`config.mk`:
```
export PLATFORM = sky130hd
export DESIGN_NAME = infix_to_postfix_converter_top_flat
export DESIGN_NICKNAME = d
export VERILOG_FILES = /design/src/rtl/core/itp_pkg.sv /design/src/rtl/core/itp_in_if.sv /design/src/rtl/core/itp_out_if.sv /design/src/rtl/core/itp_dpath.sv /design/src/rtl/core/itp_ctrl.sv /design/src/rtl/core/infix_to_postfix_converter_top.sv /design/src/flat_wrapper.sv
export SDC_FILE = /design/constraint.sdc
export NUM_CORES = 1
export LEC_CHECK = 0
export BUFFER_PORTS_ARGS = -buffer_cell sky130_fd_sc_hd__buf_2
export CAP_MARGIN = 0
export CELL_PAD_IN_SITES_DETAIL_PLACEMENT = 0
export CELL_PAD_IN_SITES_GLOBAL_PLACEMENT = 1
export CORE_AREA = 2 2 204 106
export CTS_CLUSTER_DIAMETER = 80
export DETAILED_ROUTE_END_ITERATION = 10
export DIE_AREA = 0 0 206 108
export PLACE_DENSITY = 0.9
export SYNTH_ARGS = -nofsm -noshare
export SYNTH_HDL_FRONTEND = slang
export SYNTH_SLANG_ARGS = --single-unit
```
`constraint.sdc`:
```
create_clock -name clk -period 6.05 [get_ports clk]
set_input_delay 1.21 -clock clk [delete_from_list [all_inputs] [get_ports clk]]
set_output_delay 1.21 -clock clk [all_outputs]
set_load 0.005 [all_outputs]
```
`src/rtl/core/itp_pkg.sv`:
```
`default_nettype none
// ---------------------------------------------------------------------------
// itp_pkg
// Shared types, codes and the precedence function of the infix to postfix
// converter.
// ---------------------------------------------------------------------------
package itp_pkg;

    localparam int STACK_DEPTH_DEF = 32;

    localparam int KIND_W  = 3;
    localparam int CODE_W  = 4;
    localparam int VALUE_W = 32;
    localparam int OKIND_W = 2;
    localparam int PREC_W  = 3;

    // input token kinds
    localparam logic [KIND_W-1:0] KIND_OPERAND = 3'd0;
    localparam logic [KIND_W-1:0] KIND_OPEN    = 3'd1;
    localparam logic [KIND_W-1:0] KIND_CLOSE   = 3'd2;
    localparam logic [KIND_W-1:0] KIND_BINARY  = 3'd3;
    localparam logic [KIND_W-1:0] KIND_FUNC    = 3'd4;
    localparam logic [KIND_W-1:0] KIND_END     = 3'd5;

    // output token kinds
    localparam logic [OKIND_W-1:0] OKIND_OPERAND  = 2'd0;
    localparam logic [OKIND_W-1:0] OKIND_OPERATOR = 2'd1;
    localparam logic [OKIND_W-1:0] OKIND_END      = 2'd2;

    localparam logic [CODE_W-1:0] CODE_MAX   = 4'd10;
    localparam logic [CODE_W-1:0] PAREN_CODE = 4'd15;

    // sources of an emitted beat
    localparam logic [1:0] EMIT_OPERAND = 2'd0;
    localparam logic [1:0] EMIT_TOP     = 2'd1;
    localparam logic [1:0] EMIT_HOLD    = 2'd2;
    localparam logic [1:0] EMIT_END     = 2'd3;

    typedef struct packed {
        logic       tok_load;
        logic       push_code;
        logic       push_paren;
        logic       pop;
        logic       rd_top;
        logic       rd_below;
        logic       hold_load;
        logic       set_err;
        logic       emit;
        logic [1:0] emit_sel;
        logic       emit_last;
    } itp_cmd_t;

    typedef struct packed {
        logic [KIND_W-1:0] kind;
        logic              code_bad;
        logic              cnt_zero;
        logic              cnt_one;
        logic              top_paren;
        logic              top_pops;
        logic              out_free;
    } itp_stat_t;

    function automatic logic [PREC_W-1:0] prec_of(input logic [CODE_W-1:0] code);
        logic [PREC_W-1:0] p;
        if (code <= 4'd1)
            p = 3'd1;
        else if (code <= 4'd4)
            p = 3'd2;
        else if (code == 4'd5)
            p = 3'd3;
        else if (code <= CODE_MAX)
            p = 3'd4;
        else
            p = 3'd0;
        return p;
    endfunction

endpackage
`default_nettype wire

```
`src/rtl/core/itp_in_if.sv`:
```
`default_nettype none
// ---------------------------------------------------------------------------
// itp_in_if
// Input token channel with valid/ready handshake.
// ---------------------------------------------------------------------------
interface itp_in_if;
    logic                          valid;
    logic                          ready;
    logic [itp_pkg::KIND_W-1:0]    op;
    logic [itp_pkg::CODE_W-1:0]    operator_code;
    logic [itp_pkg::VALUE_W-1:0]   operand_value;

    modport source (output valid, output op, output operator_code,
                    output operand_value, input ready);
    modport sink (input valid, input op, input operator_code,
                  input operand_value, output ready);
endinterface
`default_nettype wire

```
`src/rtl/core/itp_out_if.sv`:
```
`default_nettype none
// ---------------------------------------------------------------------------
// itp_out_if
// Postfix token channel with valid/ready handshake.
// ---------------------------------------------------------------------------
interface itp_out_if;
    logic                          valid;
    logic                          ready;
    logic [itp_pkg::OKIND_W-1:0]   token_kind;
    logic [itp_pkg::CODE_W-1:0]    out_operator;
    logic [itp_pkg::VALUE_W-1:0]   out_value;
    logic                          last;
    logic                          error;

    modport source (output valid, output token_kind, output out_operator,
                    output out_value, output last, output error, input ready);
    modport sink (input valid, input token_kind, input out_operator,
                  input out_value, input last, input error, output ready);
endinterface
`default_nettype wire

```
`src/rtl/core/itp_dpath.sv`:
```
`default_nettype none
// ---------------------------------------------------------------------------
// itp_dpath
// Token register, operator stack memory, stack count, sticky error and
// output register.
// ---------------------------------------------------------------------------
module itp_dpath #(
    parameter int STACK_DEPTH = itp_pkg::STACK_DEPTH_DEF
) (
    input  wire logic                        clk,
    input  wire logic                        rst_n,
    input  wire itp_pkg::itp_cmd_t           cmd,
    output itp_pkg::itp_stat_t               stat,
    input  wire logic [itp_pkg::KIND_W-1:0]  in_op,
    input  wire logic [itp_pkg::CODE_W-1:0]  in_code,
    input  wire logic [itp_pkg::VALUE_W-1:0] in_value,
    output logic                             out_valid,
    input  wire logic                        out_ready,
    output logic [itp_pkg::OKIND_W-1:0]      out_kind,
    output logic [itp_pkg::CODE_W-1:0]       out_oper,
    output logic [itp_pkg::VALUE_W-1:0]      out_val,
    output logic                             out_last,
    output logic                             out_err
);

    localparam int AW = (STACK_DEPTH > 1) ? $clog2(STACK_DEPTH) : 1;
    localparam int CW = $clog2(STACK_DEPTH + 1);

    logic [itp_pkg::CODE_W-1:0] stack_mem [STACK_DEPTH];

    logic [itp_pkg::KIND_W-1:0]  kind_reg;
    logic [itp_pkg::CODE_W-1:0]  code_reg;
    logic [itp_pkg::VALUE_W-1:0] value_reg;
    logic [itp_pkg::CODE_W-1:0]  rd_reg;
    logic [itp_pkg::CODE_W-1:0]  hold_reg;
    logic [CW-1:0]               count_reg, count_next;
    logic                        sticky_reg, sticky_next;
    logic                        out_valid_reg;
    logic [itp_pkg::OKIND_W-1:0] out_kind_reg;
    logic [itp_pkg::CODE_W-1:0]  out_oper_reg;
    logic [itp_pkg::VALUE_W-1:0] out_val_reg;
    logic                        out_last_reg;
    logic                        out_err_reg;

    logic                        push;
    logic                        full;
    logic [CW-1:0]               cnt_m1, cnt_m2;
    logic [AW-1:0]               rd_addr;
    logic [itp_pkg::CODE_W-1:0]  wr_data;
    logic                        rd_en;

    assign push    = cmd.push_code | cmd.push_paren;
    assign full    = (count_reg == CW'(STACK_DEPTH));
    assign cnt_m1  = count_reg - CW'(1);
    assign cnt_m2  = count_reg - CW'(2);
    assign rd_addr = cmd.rd_below ? cnt_m2[AW-1:0] : cnt_m1[AW-1:0];
    assign rd_en   = cmd.rd_top | cmd.rd_below;
    assign wr_data = cmd.push_paren ? itp_pkg::PAREN_CODE : code_reg;

    // stack memory
    always_ff @(posedge clk)
    begin
        if (push && !full)
        begin
            stack_mem[count_reg[AW-1:0]] <= wr_data;
        end
        if (rd_en)
        begin
            rd_reg <= stack_mem[rd_addr];
        end
    end

    always_ff @(posedge clk)
    begin
        if (cmd.tok_load)
        begin
            kind_reg  <= in_op;
            code_reg  <= in_code;
            value_reg <= in_value;
        end
        if (cmd.hold_load)
        begin
            hold_reg <= rd_reg;
        end
    end

    always_comb
    begin
        count_next  = count_reg;
        sticky_next = sticky_reg;
        if (push)
        begin
            if (full)
                sticky_next = 1'b1;
            else
                count_next = count_reg + CW'(1);
        end
        else if (cmd.pop)
        begin
            count_next = cnt_m1;
        end
        if (cmd.set_err)
        begin
            sticky_next = 1'b1;
        end
        if (cmd.emit && cmd.emit_sel == itp_pkg::EMIT_END)
        begin
            sticky_next = 1'b0;
        end
    end

    always_ff @(posedge clk or negedge rst_n)
    begin
        if (!rst_n)
        begin
            count_reg     <= '0;
            sticky_reg    <= 1'b0;
            out_valid_reg <= 1'b0;
        end
        else
        begin
            count_reg  <= count_next;
            sticky_reg <= sticky_next;
            if (cmd.emit)
                out_valid_reg <= 1'b1;
            else if (out_ready)
                out_valid_reg <= 1'b0;
        end
    end

    // output beat
    always_ff @(posedge clk)
    begin
        if (cmd.emit)
        begin
            out_last_reg <= cmd.emit_last;
            case (cmd.emit_sel)
                itp_pkg::EMIT_OPERAND:
                begin
                    out_kind_reg <= itp_pkg::OKIND_OPERAND;
                    out_oper_reg <= '0;
                    out_val_reg  <= value_reg;
                    out_err_reg  <= 1'b0;
                end
                itp_pkg::EMIT_TOP:
                begin
                    out_kind_reg <= itp_pkg::OKIND_OPERATOR;
                    out_oper_reg <= rd_reg;
                    out_val_reg  <= '0;
                    out_err_reg  <= 1'b0;
                end
                itp_pkg::EMIT_HOLD:
                begin
                    out_kind_reg <= itp_pkg::OKIND_OPERATOR;
                    out_oper_reg <= hold_reg;
                    out_val_reg  <= '0;
                    out_err_reg  <= 1'b0;
                end
                default:
                begin
                    out_kind_reg <= itp_pkg::OKIND_END;
                    out_oper_reg <= '0;
                    out_val_reg  <= '0;
                    out_err_reg  <= sticky_reg;
                end
            endcase
        end
    end

    assign stat.kind      = kind_reg;
    assign stat.code_bad  = (code_reg > itp_pkg::CODE_MAX);
    assign stat.cnt_zero  = (count_reg == '0);
    assign stat.cnt_one   = (count_reg == CW'(1));
    assign stat.top_paren = (rd_reg == itp_pkg::PAREN_CODE);
    assign stat.top_pops  = (itp_pkg::prec_of(rd_reg) >= itp_pkg::prec_of(code_reg));
    assign stat.out_free  = !out_valid_reg || out_ready;

    assign out_valid = out_valid_reg;
    assign out_kind  = out_kind_reg;
    assign out_oper  = out_oper_reg;
    assign out_val   = out_val_reg;
    assign out_last  = out_last_reg;
    assign out_err   = out_err_reg;

endmodule
`default_nettype wire

```
`src/rtl/core/itp_ctrl.sv`:
```
`default_nettype none
// ---------------------------------------------------------------------------
// itp_ctrl
// Sequencer of the converter: decodes a token and steps the stack pops.
// ---------------------------------------------------------------------------
module itp_ctrl (
    input  wire logic                clk,
    input  wire logic                rst_n,
    input  wire logic                in_valid,
    output logic                     in_ready,
    input  wire itp_pkg::itp_stat_t  stat,
    output itp_pkg::itp_cmd_t        cmd
);

    localparam logic [2:0] S_IDLE   = 3'd0;
    localparam logic [2:0] S_DECIDE = 3'd1;
    localparam logic [2:0] S_TOP    = 3'd2;
    localparam logic [2:0] S_LOOK   = 3'd3;
    localparam logic [2:0] S_END    = 3'd4;
    localparam logic [2:0] S_PUSH   = 3'd5;

    logic [2:0] state_reg, state_next;

    assign in_ready = (state_reg == S_IDLE);

    always_comb
    begin
        cmd        = '0;
        state_next = state_reg;
        case (state_reg)
            S_IDLE:
            begin
                if (in_valid)
                begin
                    cmd.tok_load = 1'b1;
                    state_next   = S_DECIDE;
                end
            end
            S_DECIDE:
            begin
                case (stat.kind)
                    itp_pkg::KIND_OPERAND:
                    begin
                        if (stat.out_free)
                        begin
                            cmd.emit      = 1'b1;
                            cmd.emit_sel  = itp_pkg::EMIT_OPERAND;
                            cmd.emit_last = 1'b1;
                            state_next    = S_IDLE;
                        end
                    end
                    itp_pkg::KIND_OPEN:
                    begin
                        cmd.push_paren = 1'b1;
                        state_next     = S_IDLE;
                    end
                    itp_pkg::KIND_CLOSE:
                    begin
                        if (stat.cnt_zero)
                        begin
                            cmd.set_err = 1'b1;
                            state_next  = S_IDLE;
                        end
                        else
                        begin
                            cmd.rd_top = 1'b1;
                            state_next = S_TOP;
                        end
                    end
                    itp_pkg::KIND_BINARY:
                    begin
                        if (stat.code_bad)
                            state_next = S_IDLE;
                        else if (stat.cnt_zero)
                        begin
                            cmd.push_code = 1'b1;
                            state_next    = S_IDLE;
                        end
                        else
                        begin
                            cmd.rd_top = 1'b1;
                            state_next = S_TOP;
                        end
                    end
                    itp_pkg::KIND_FUNC:
                    begin
                        cmd.push_code = !stat.code_bad;
                        state_next    = S_IDLE;
                    end
                    itp_pkg::KIND_END:
                    begin
                        if (stat.cnt_zero)
                            state_next = S_END;
                        else
                        begin
                            cmd.rd_top = 1'b1;
                            state_next = S_TOP;
                        end
                    end
                    default:
                    begin
                        state_next = S_IDLE;
                    end
                endcase
            end
            S_TOP:
            begin
                case (stat.kind)
                    itp_pkg::KIND_CLOSE:
                    begin
                        if (stat.top_paren)
                        begin
                            cmd.pop    = 1'b1;
                            state_next = S_IDLE;
                        end
                        else if (stat.cnt_one)
                        begin
                            if (stat.out_free)
                            begin
                                cmd.emit      = 1'b1;
                                cmd.emit_sel  = itp_pkg::EMIT_TOP;
                                cmd.emit_last = 1'b1;
                                cmd.pop       = 1'b1;
                                cmd.set_err   = 1'b1;
                                state_next    = S_IDLE;
                            end
                        end
                        else
                        begin
                            cmd.hold_load = 1'b1;
                            cmd.pop       = 1'b1;
                            cmd.rd_below  = 1'b1;
                            state_next    = S_LOOK;
                        end
                    end
                    itp_pkg::KIND_BINARY:
                    begin
                        if (stat.top_paren || !stat.top_pops)
                        begin
                            cmd.push_code = 1'b1;
                            state_next    = S_IDLE;
                        end
                        else if (stat.cnt_one)
                        begin
                            if (stat.out_free)
                            begin
                                cmd.emit      = 1'b1;
                                cmd.emit_sel  = itp_pkg::EMIT_TOP;
                                cmd.emit_last = 1'b1;
                                cmd.pop       = 1'b1;
                                state_next    = S_PUSH;
                            end
                        end
                        else
                        begin
                            cmd.hold_load = 1'b1;
                            cmd.pop       = 1'b1;
                            cmd.rd_below  = 1'b1;
                            state_next    = S_LOOK;
                        end
                    end
                    itp_pkg::KIND_END:
                    begin
                        if (stat.top_paren || stat.out_free)
                        begin
                            cmd.pop = 1'b1;
                            if (stat.top_paren)
                                cmd.set_err = 1'b1;
                            else
                            begin
                                cmd.emit     = 1'b1;
                                cmd.emit_sel = itp_pkg::EMIT_TOP;
                            end
                            if (stat.cnt_one)
                                state_next = S_END;
                            else
                                cmd.rd_below = 1'b1;
                        end
                    end
                    default:
                    begin
                        state_next = S_IDLE;
                    end
                endcase
            end
            S_LOOK:
            begin
                if (stat.out_free)
                begin
                    cmd.emit     = 1'b1;
                    cmd.emit_sel = itp_pkg::EMIT_HOLD;
                    if (stat.kind == itp_pkg::KIND_CLOSE)
                        cmd.emit_last = stat.top_paren;
                    else
                        cmd.emit_last = stat.top_paren || !stat.top_pops;
                    state_next = S_TOP;
                end
            end
            S_END:
            begin
                if (stat.out_free)
                begin
                    cmd.emit      = 1'b1;
                    cmd.emit_sel  = itp_pkg::EMIT_END;
                    cmd.emit_last = 1'b1;
                    state_next    = S_IDLE;
                end
            end
            S_PUSH:
            begin
                cmd.push_code = 1'b1;
                state_next    = S_IDLE;
            end
            default:
            begin
                state_next = S_IDLE;
            end
        endcase
    end

    always_ff @(posedge clk or negedge rst_n)
    begin
        if (!rst_n)
            state_reg <= S_IDLE;
        else
            state_reg <= state_next;
    end

endmodule
`default_nettype wire

```
`src/rtl/core/infix_to_postfix_converter_top.sv`:
```
`default_nettype none
// ---------------------------------------------------------------------------
// infix_to_postfix_converter_top
// Shunting-yard converter: infix tokens in, postfix tokens out, one token
// a beat, with an operator stack held in a small memory.
// latency: a result beat is valid the cycle after the step that makes it
// S_DECIDE alone: operand, open, function, bad code, close/binary on empty stack
// binary, close: S_TOP, S_LOOK per pop; S_PUSH when a binary empties the stack
// end: S_TOP per entry, then S_END; close stops at its open paren or stack bottom
// a result beat left waiting on the output stalls the sequencer until it is taken
// reset: stack empty, error flag clear, output empty; stack memory not cleared
// ---------------------------------------------------------------------------
module infix_to_postfix_converter_top #(
    parameter int STACK_DEPTH = itp_pkg::STACK_DEPTH_DEF
) (
    input  wire logic  clk,
    input  wire logic  rst_n,
    itp_in_if.sink     in_ch,
    itp_out_if.source  out_ch
);

    itp_pkg::itp_cmd_t  cmd;
    itp_pkg::itp_stat_t stat;

    itp_ctrl u_ctrl (
        .clk      (clk),
        .rst_n    (rst_n),
        .in_valid (in_ch.valid),
        .in_ready (in_ch.ready),
        .stat     (stat),
        .cmd      (cmd)
    );

    itp_dpath #(
        .STACK_DEPTH (STACK_DEPTH)
    ) u_dpath (
        .clk       (clk),
        .rst_n     (rst_n),
        .cmd       (cmd),
        .stat      (stat),
        .in_op     (in_ch.op),
        .in_code   (in_ch.operator_code),
        .in_value  (in_ch.operand_value),
        .out_valid (out_ch.valid),
        .out_ready (out_ch.ready),
        .out_kind  (out_ch.token_kind),
        .out_oper  (out_ch.out_operator),
        .out_val   (out_ch.out_value),
        .out_last  (out_ch.last),
        .out_err   (out_ch.error)
    );

endmodule
`default_nettype wire

```
`src/flat_wrapper.sv`:
```
// flat-port wrapper written by rule: the top's interface ports become plain ports
module infix_to_postfix_converter_top_flat 
#(
    parameter int STACK_DEPTH = itp_pkg::STACK_DEPTH_DEF
)
  (clk, rst_n, in_ch_valid, in_ch_op, in_ch_operator_code, in_ch_operand_value, in_ch_ready, out_ch_valid, out_ch_token_kind, out_ch_out_operator, out_ch_out_value, out_ch_last, out_ch_error, out_ch_ready);
  itp_in_if in_ch_i ();
  itp_out_if out_ch_i ();
  input  wire logic clk;
  input  wire logic rst_n;
  input wire logic [$bits(in_ch_i.valid)-1:0] in_ch_valid;
  input wire logic [$bits(in_ch_i.op)-1:0] in_ch_op;
  input wire logic [$bits(in_ch_i.operator_code)-1:0] in_ch_operator_code;
  input wire logic [$bits(in_ch_i.operand_value)-1:0] in_ch_operand_value;
  output wire logic [$bits(in_ch_i.ready)-1:0] in_ch_ready;
  output wire logic [$bits(out_ch_i.valid)-1:0] out_ch_valid;
  output wire logic [$bits(out_ch_i.token_kind)-1:0] out_ch_token_kind;
  output wire logic [$bits(out_ch_i.out_operator)-1:0] out_ch_out_operator;
  output wire logic [$bits(out_ch_i.out_value)-1:0] out_ch_out_value;
  output wire logic [$bits(out_ch_i.last)-1:0] out_ch_last;
  output wire logic [$bits(out_ch_i.error)-1:0] out_ch_error;
  input wire logic [$bits(out_ch_i.ready)-1:0] out_ch_ready;
  assign in_ch_i.valid = in_ch_valid;
  assign in_ch_i.op = in_ch_op;
  assign in_ch_i.operator_code = in_ch_operator_code;
  assign in_ch_i.operand_value = in_ch_operand_value;
  assign in_ch_ready = in_ch_i.ready;
  assign out_ch_valid = out_ch_i.valid;
  assign out_ch_token_kind = out_ch_i.token_kind;
  assign out_ch_out_operator = out_ch_i.out_operator;
  assign out_ch_out_value = out_ch_i.out_value;
  assign out_ch_last = out_ch_i.last;
  assign out_ch_error = out_ch_i.error;
  assign out_ch_i.ready = out_ch_ready;
  infix_to_postfix_converter_top #(.STACK_DEPTH(STACK_DEPTH)) u_core (.clk(clk), .rst_n(rst_n), .in_ch(in_ch_i), .out_ch(out_ch_i));
endmodule
```
==> results by group <==
Route
  – DRC: 0
  – Detail Route Antenna Nets: 0
  – Drt pass-1 iters: 5
  – Via-per-instance ratio: roughly 5.7
  – Total Wirelength: 21.9 mm
  – Initial DRC count: 648
  – WL/cell: 19.9 um
  – Via count: 6297

Synth
  – Synth Register Bits: 226
  – Asr flop ratio synth: 4.87%
  – EDFF count, synth: between 200 and 250
  – Library cells used by synthesis: 71
  – Yosys top cell area share: 65.4%
  – YS warnings: 0
  – Mean Syn Cell Area: 13.4 sq um
  – Net Count, Synth: 796
  – Mapped Cells: approximately 740
  – Seq/Total Area, Yosys: between 60% and 70%
  – Post-synth top cells: 215 x edfxtp_1, 116 x nand2_1, 53 x nor2_1, 39 x and2_1, 36 x a21oi_1
  – Cell Area, Synth: 9870 sq um
  – Yosys top cell by area: edfxtp_1
  – Top FF cell, synth: edfxtp_1
  – Ranking of synthesized cells by area: edfxtp_1 65%, nand2_1 4.4%, dfrtp_1 2.8%
  – Most common cell in the netlist: edfxtp_1

Setup path
  – CP Capture Point: u_core.u_dpath.rd_reg[2]$_DFFE_PP_
  – Critical path capture point type: register
  – Critical path fanouts, max: 56
  – Worst path bufs/invs: 0
  – Crit start category: register
  – Reg-to-Reg End: u_core.u_dpath.rd_reg[2]$_DFFE_PP_
  – Origin of the critical flop-to-flop path: u_core.u_dpath.rd_reg[1]$_DFFE_PP_
  – Crit path DAT: 4.61 ns
  – Cell depth of the worst setup path: 13
  – Critical path required time: 6.41 ns
  – Slowest cell on the critical path: nor2_4
  – Setup Crit Path Kind: reg2reg
  – Worst r2r path cells: 13
  – Crit-path cells: a21oi_1, nand2_1, o21ai_0, ha_1, a21o_1, a311o_1, a31oi_4, nor3_4, nor2_4, a211oi_1, a311oi_1, a32oi_1, nand3_1
  – Delay-heaviest family, CP: compound AO/OA/AOI/OAI gates
  – Crit. Startpoint: u_core.u_dpath.rd_reg[1]$_DFFE_PP_
  – Reg2Reg Setup Slack: 1.80 ns
  – Max stage delay on crit path: 0.89 ns

Global route
  – M2 GR Usage: 32.4%
  – Grt total ovfl: 0
  – Most Crowded Layer GR: met2
  – Initial antenna violation count: 0
  – First-pass GRT wire length: 33.3 mm
  – All-Layer GR Usage: 19.5%
  – Number of global-route vias before repair: 6109
  – Met1 usage: about a quarter
  – Largest net degree at the start of global routing: 57
  – Met3 usage: roughly 3.6%

Die
  – # IOs: 85
  – FP Rows: 37
  – Starting Density: 48.7%
  – Die ar.: 22200 sq um
  – Core ar.: 20300 sq um
  – Die height: around 110 um
  – Die Width: 206 um

STA
  – Setup TNS: 0 ns
  – Tmin final: 4.25 ns
  – Final hold vios: 0
  – Final worst-path cycle share: 70.3%
  – Setup violations, final: 0
  – Max Freq: 235 MHz
  – RSZ-0062 raised after global routing: false
  – Actual slew at the worst max-slew pin: around 1.2 ns
  – Max-slew violation count: 0
  – Setup slack after layout: around 1.8 ns
  – Normalized max-slew margin: 18.4%
  – Clock skew: a little under 0.03 ns

Clock network
  – CTS Buf Count: 21
  – TritonCTS clock tree: built
  – Post-CTS setup repair buffer count: 0
  – Clock transition at path regs: roughly 0.07 ns
  – Cts hold-fix bufs: 0
  – H-tree depth: 1
  – Root buffer cell: clkbuf_16
  – PostCTS Resize Cnt: 0
  – Longest Clk Path Bufs: 3
  – Clk sink count: 226
  – Clk_lat worst skew: 0.51 ns

Flow run
  – Max-cap violations: 0

Outcome
  – Outcome: complete, no violations

Min path
  – Hold Path Class: reg2reg
  – Hold path cells: 1

Cells and area
  – Fill cell count: 1629
  – Area Growth Syn to Fin: 12.6%
  – Share of layout cells above drive strength 1: between 10% and 20%
  – # diodes: 0
  – Max reg flops: 128
  – Final nets: between 800 and 900

Power and ir drop
  – Cell Pwr Density: between 400 and 500 nW/um^2
  – Leakage power: 3.86 nW
  – VDD IR-drop max: ~0.25 mV

Placement
  – GPL Wtd Cong: 0.882
  – PortBufs: 84
  – Half-perimeter wire length after placement: 14.4 mm
  – Post-place setup slack: 1.76 ns
[cells by family (layout without fill, tap and decap cells)]
family                     count (synthesis)  count (layout)  synth area share [%]
DFF                                      226             226                  68.2
and+or+nand+nor                          289             289                  14.5
AOI/OAI and AO/OA                        144             144                  11.4
buffers and inverters                     50             141                  2.80
adders and majority gates                 16              16                  2.03
xor gates and xnor gates                  12              12                  1.06
[layout by cell type (no fill, tap or decap), drive strengths merged, types with 2 or more instances in the layout]
cell type and count:
xnor2 8, a221oi 2, a211oi 7, a21oi 39, and2 39, dfrtp 11, a31oi 7, a21boi 13
o21ai 13, clkinv 12, a21o 2, a32oi 29, o21a 2, o32ai 9, nor3 13, clkbuf 23
or2 2, nand2b 9, edfxtp 215, and3 5, ha 16, nand4 3, buf 88, a22oi 6
inv 16, nand3 20, a311oi 4, or3 5, xor2 4, bufinv 2, nor2b 10, nor4 2
o22ai 2, nand2 118, nor2 56
[layout make-up]
class                      instances  area [sq um]  share of cell area [%]
clock inverter                    15           126                    1.14
timing repair buffer              88           450                    4.05
clock buffer                      23           533                    4.79
inverter                          15          56.3                   0.506
multi-input combinational        461          2880                    25.9
tap                              273           342                    3.07
sequential                       226          6730                    60.5
[where the power goes]
group          total, mW  switching, mW  internal [mW]  leakage [nW]
clock network       1.27          0.545          0.724         0.329
logic               1.79           1.22          0.567          1.44
registers           2.16          0.160           2.00          2.09
total               5.22           1.93           3.29          3.86
[per-stage QoR]
step	hold slack [ns]	area, sq um	util (%)	power, mW	cells
2_1_floorplan	0.425	9870	-	3.50	737
3_3_place_gp	0.502	10500	51.6	3.88	1063
3_5_place_dp	0.510	10500	51.6	3.93	1063
4_1_cts	0.527	11100	54.9	5.20	1101
5_1_grt	0.533	11100	54.9	5.47	1101
6_report	0.526	11100	54.9	5.22	1101
[layer usage]
metal / vias to the layer above / share of wire (%)
met5: - / 0
met4: 0 / 2.1
met3: 37 / 9.1
met2: 325 / 48
met1: 3034 / 41
li1: 2901 / -
[worst reg2reg max path, cell delays in order, from the launching register on]
cell	delay [ns]
edfxtp_1	0.57
a21oi_1	0.12
nand2_1	0.08
o21ai_0	0.10
ha_1	0.36
a21o_1	0.21
a311o_1	0.39
a31oi_4	0.35
nor3_4	0.11
nor2_4	0.89
a211oi_1	0.30
a311oi_1	0.37
a32oi_1	0.12
nand3_1	0.12
[worst min-delay path by stage]
stage / endpoint / slack (ns) / startpoint
global placement: u_core.u_dpath.out_val[31]$_SDFFCE_PP0P_ / 0.50 / u_core.u_dpath.value_reg[31]$_DFFE_PP_
finish: u_core.u_dpath.out_val[31]$_SDFFCE_PP0P_ / 0.53 / u_core.u_dpath.value_reg[31]$_DFFE_PP_
floorplan: u_core.u_dpath.hold_reg[1]$_DFFE_PP_ / 0.43 / u_core.u_dpath.rd_reg[1]$_DFFE_PP_
CTS: u_core.u_dpath.out_val[22]$_SDFFCE_PP0P_ / 0.53 / u_core.u_dpath.value_reg[22]$_DFFE_PP_
global route: u_core.u_dpath.out_val[15]$_SDFFCE_PP0P_ / 0.53 / u_core.u_dpath.value_reg[15]$_DFFE_PP_
detailed placement: u_core.u_dpath.out_val[22]$_SDFFCE_PP0P_ / 0.51 / u_core.u_dpath.value_reg[22]$_DFFE_PP_
Power figures use the tool's default switching activity.
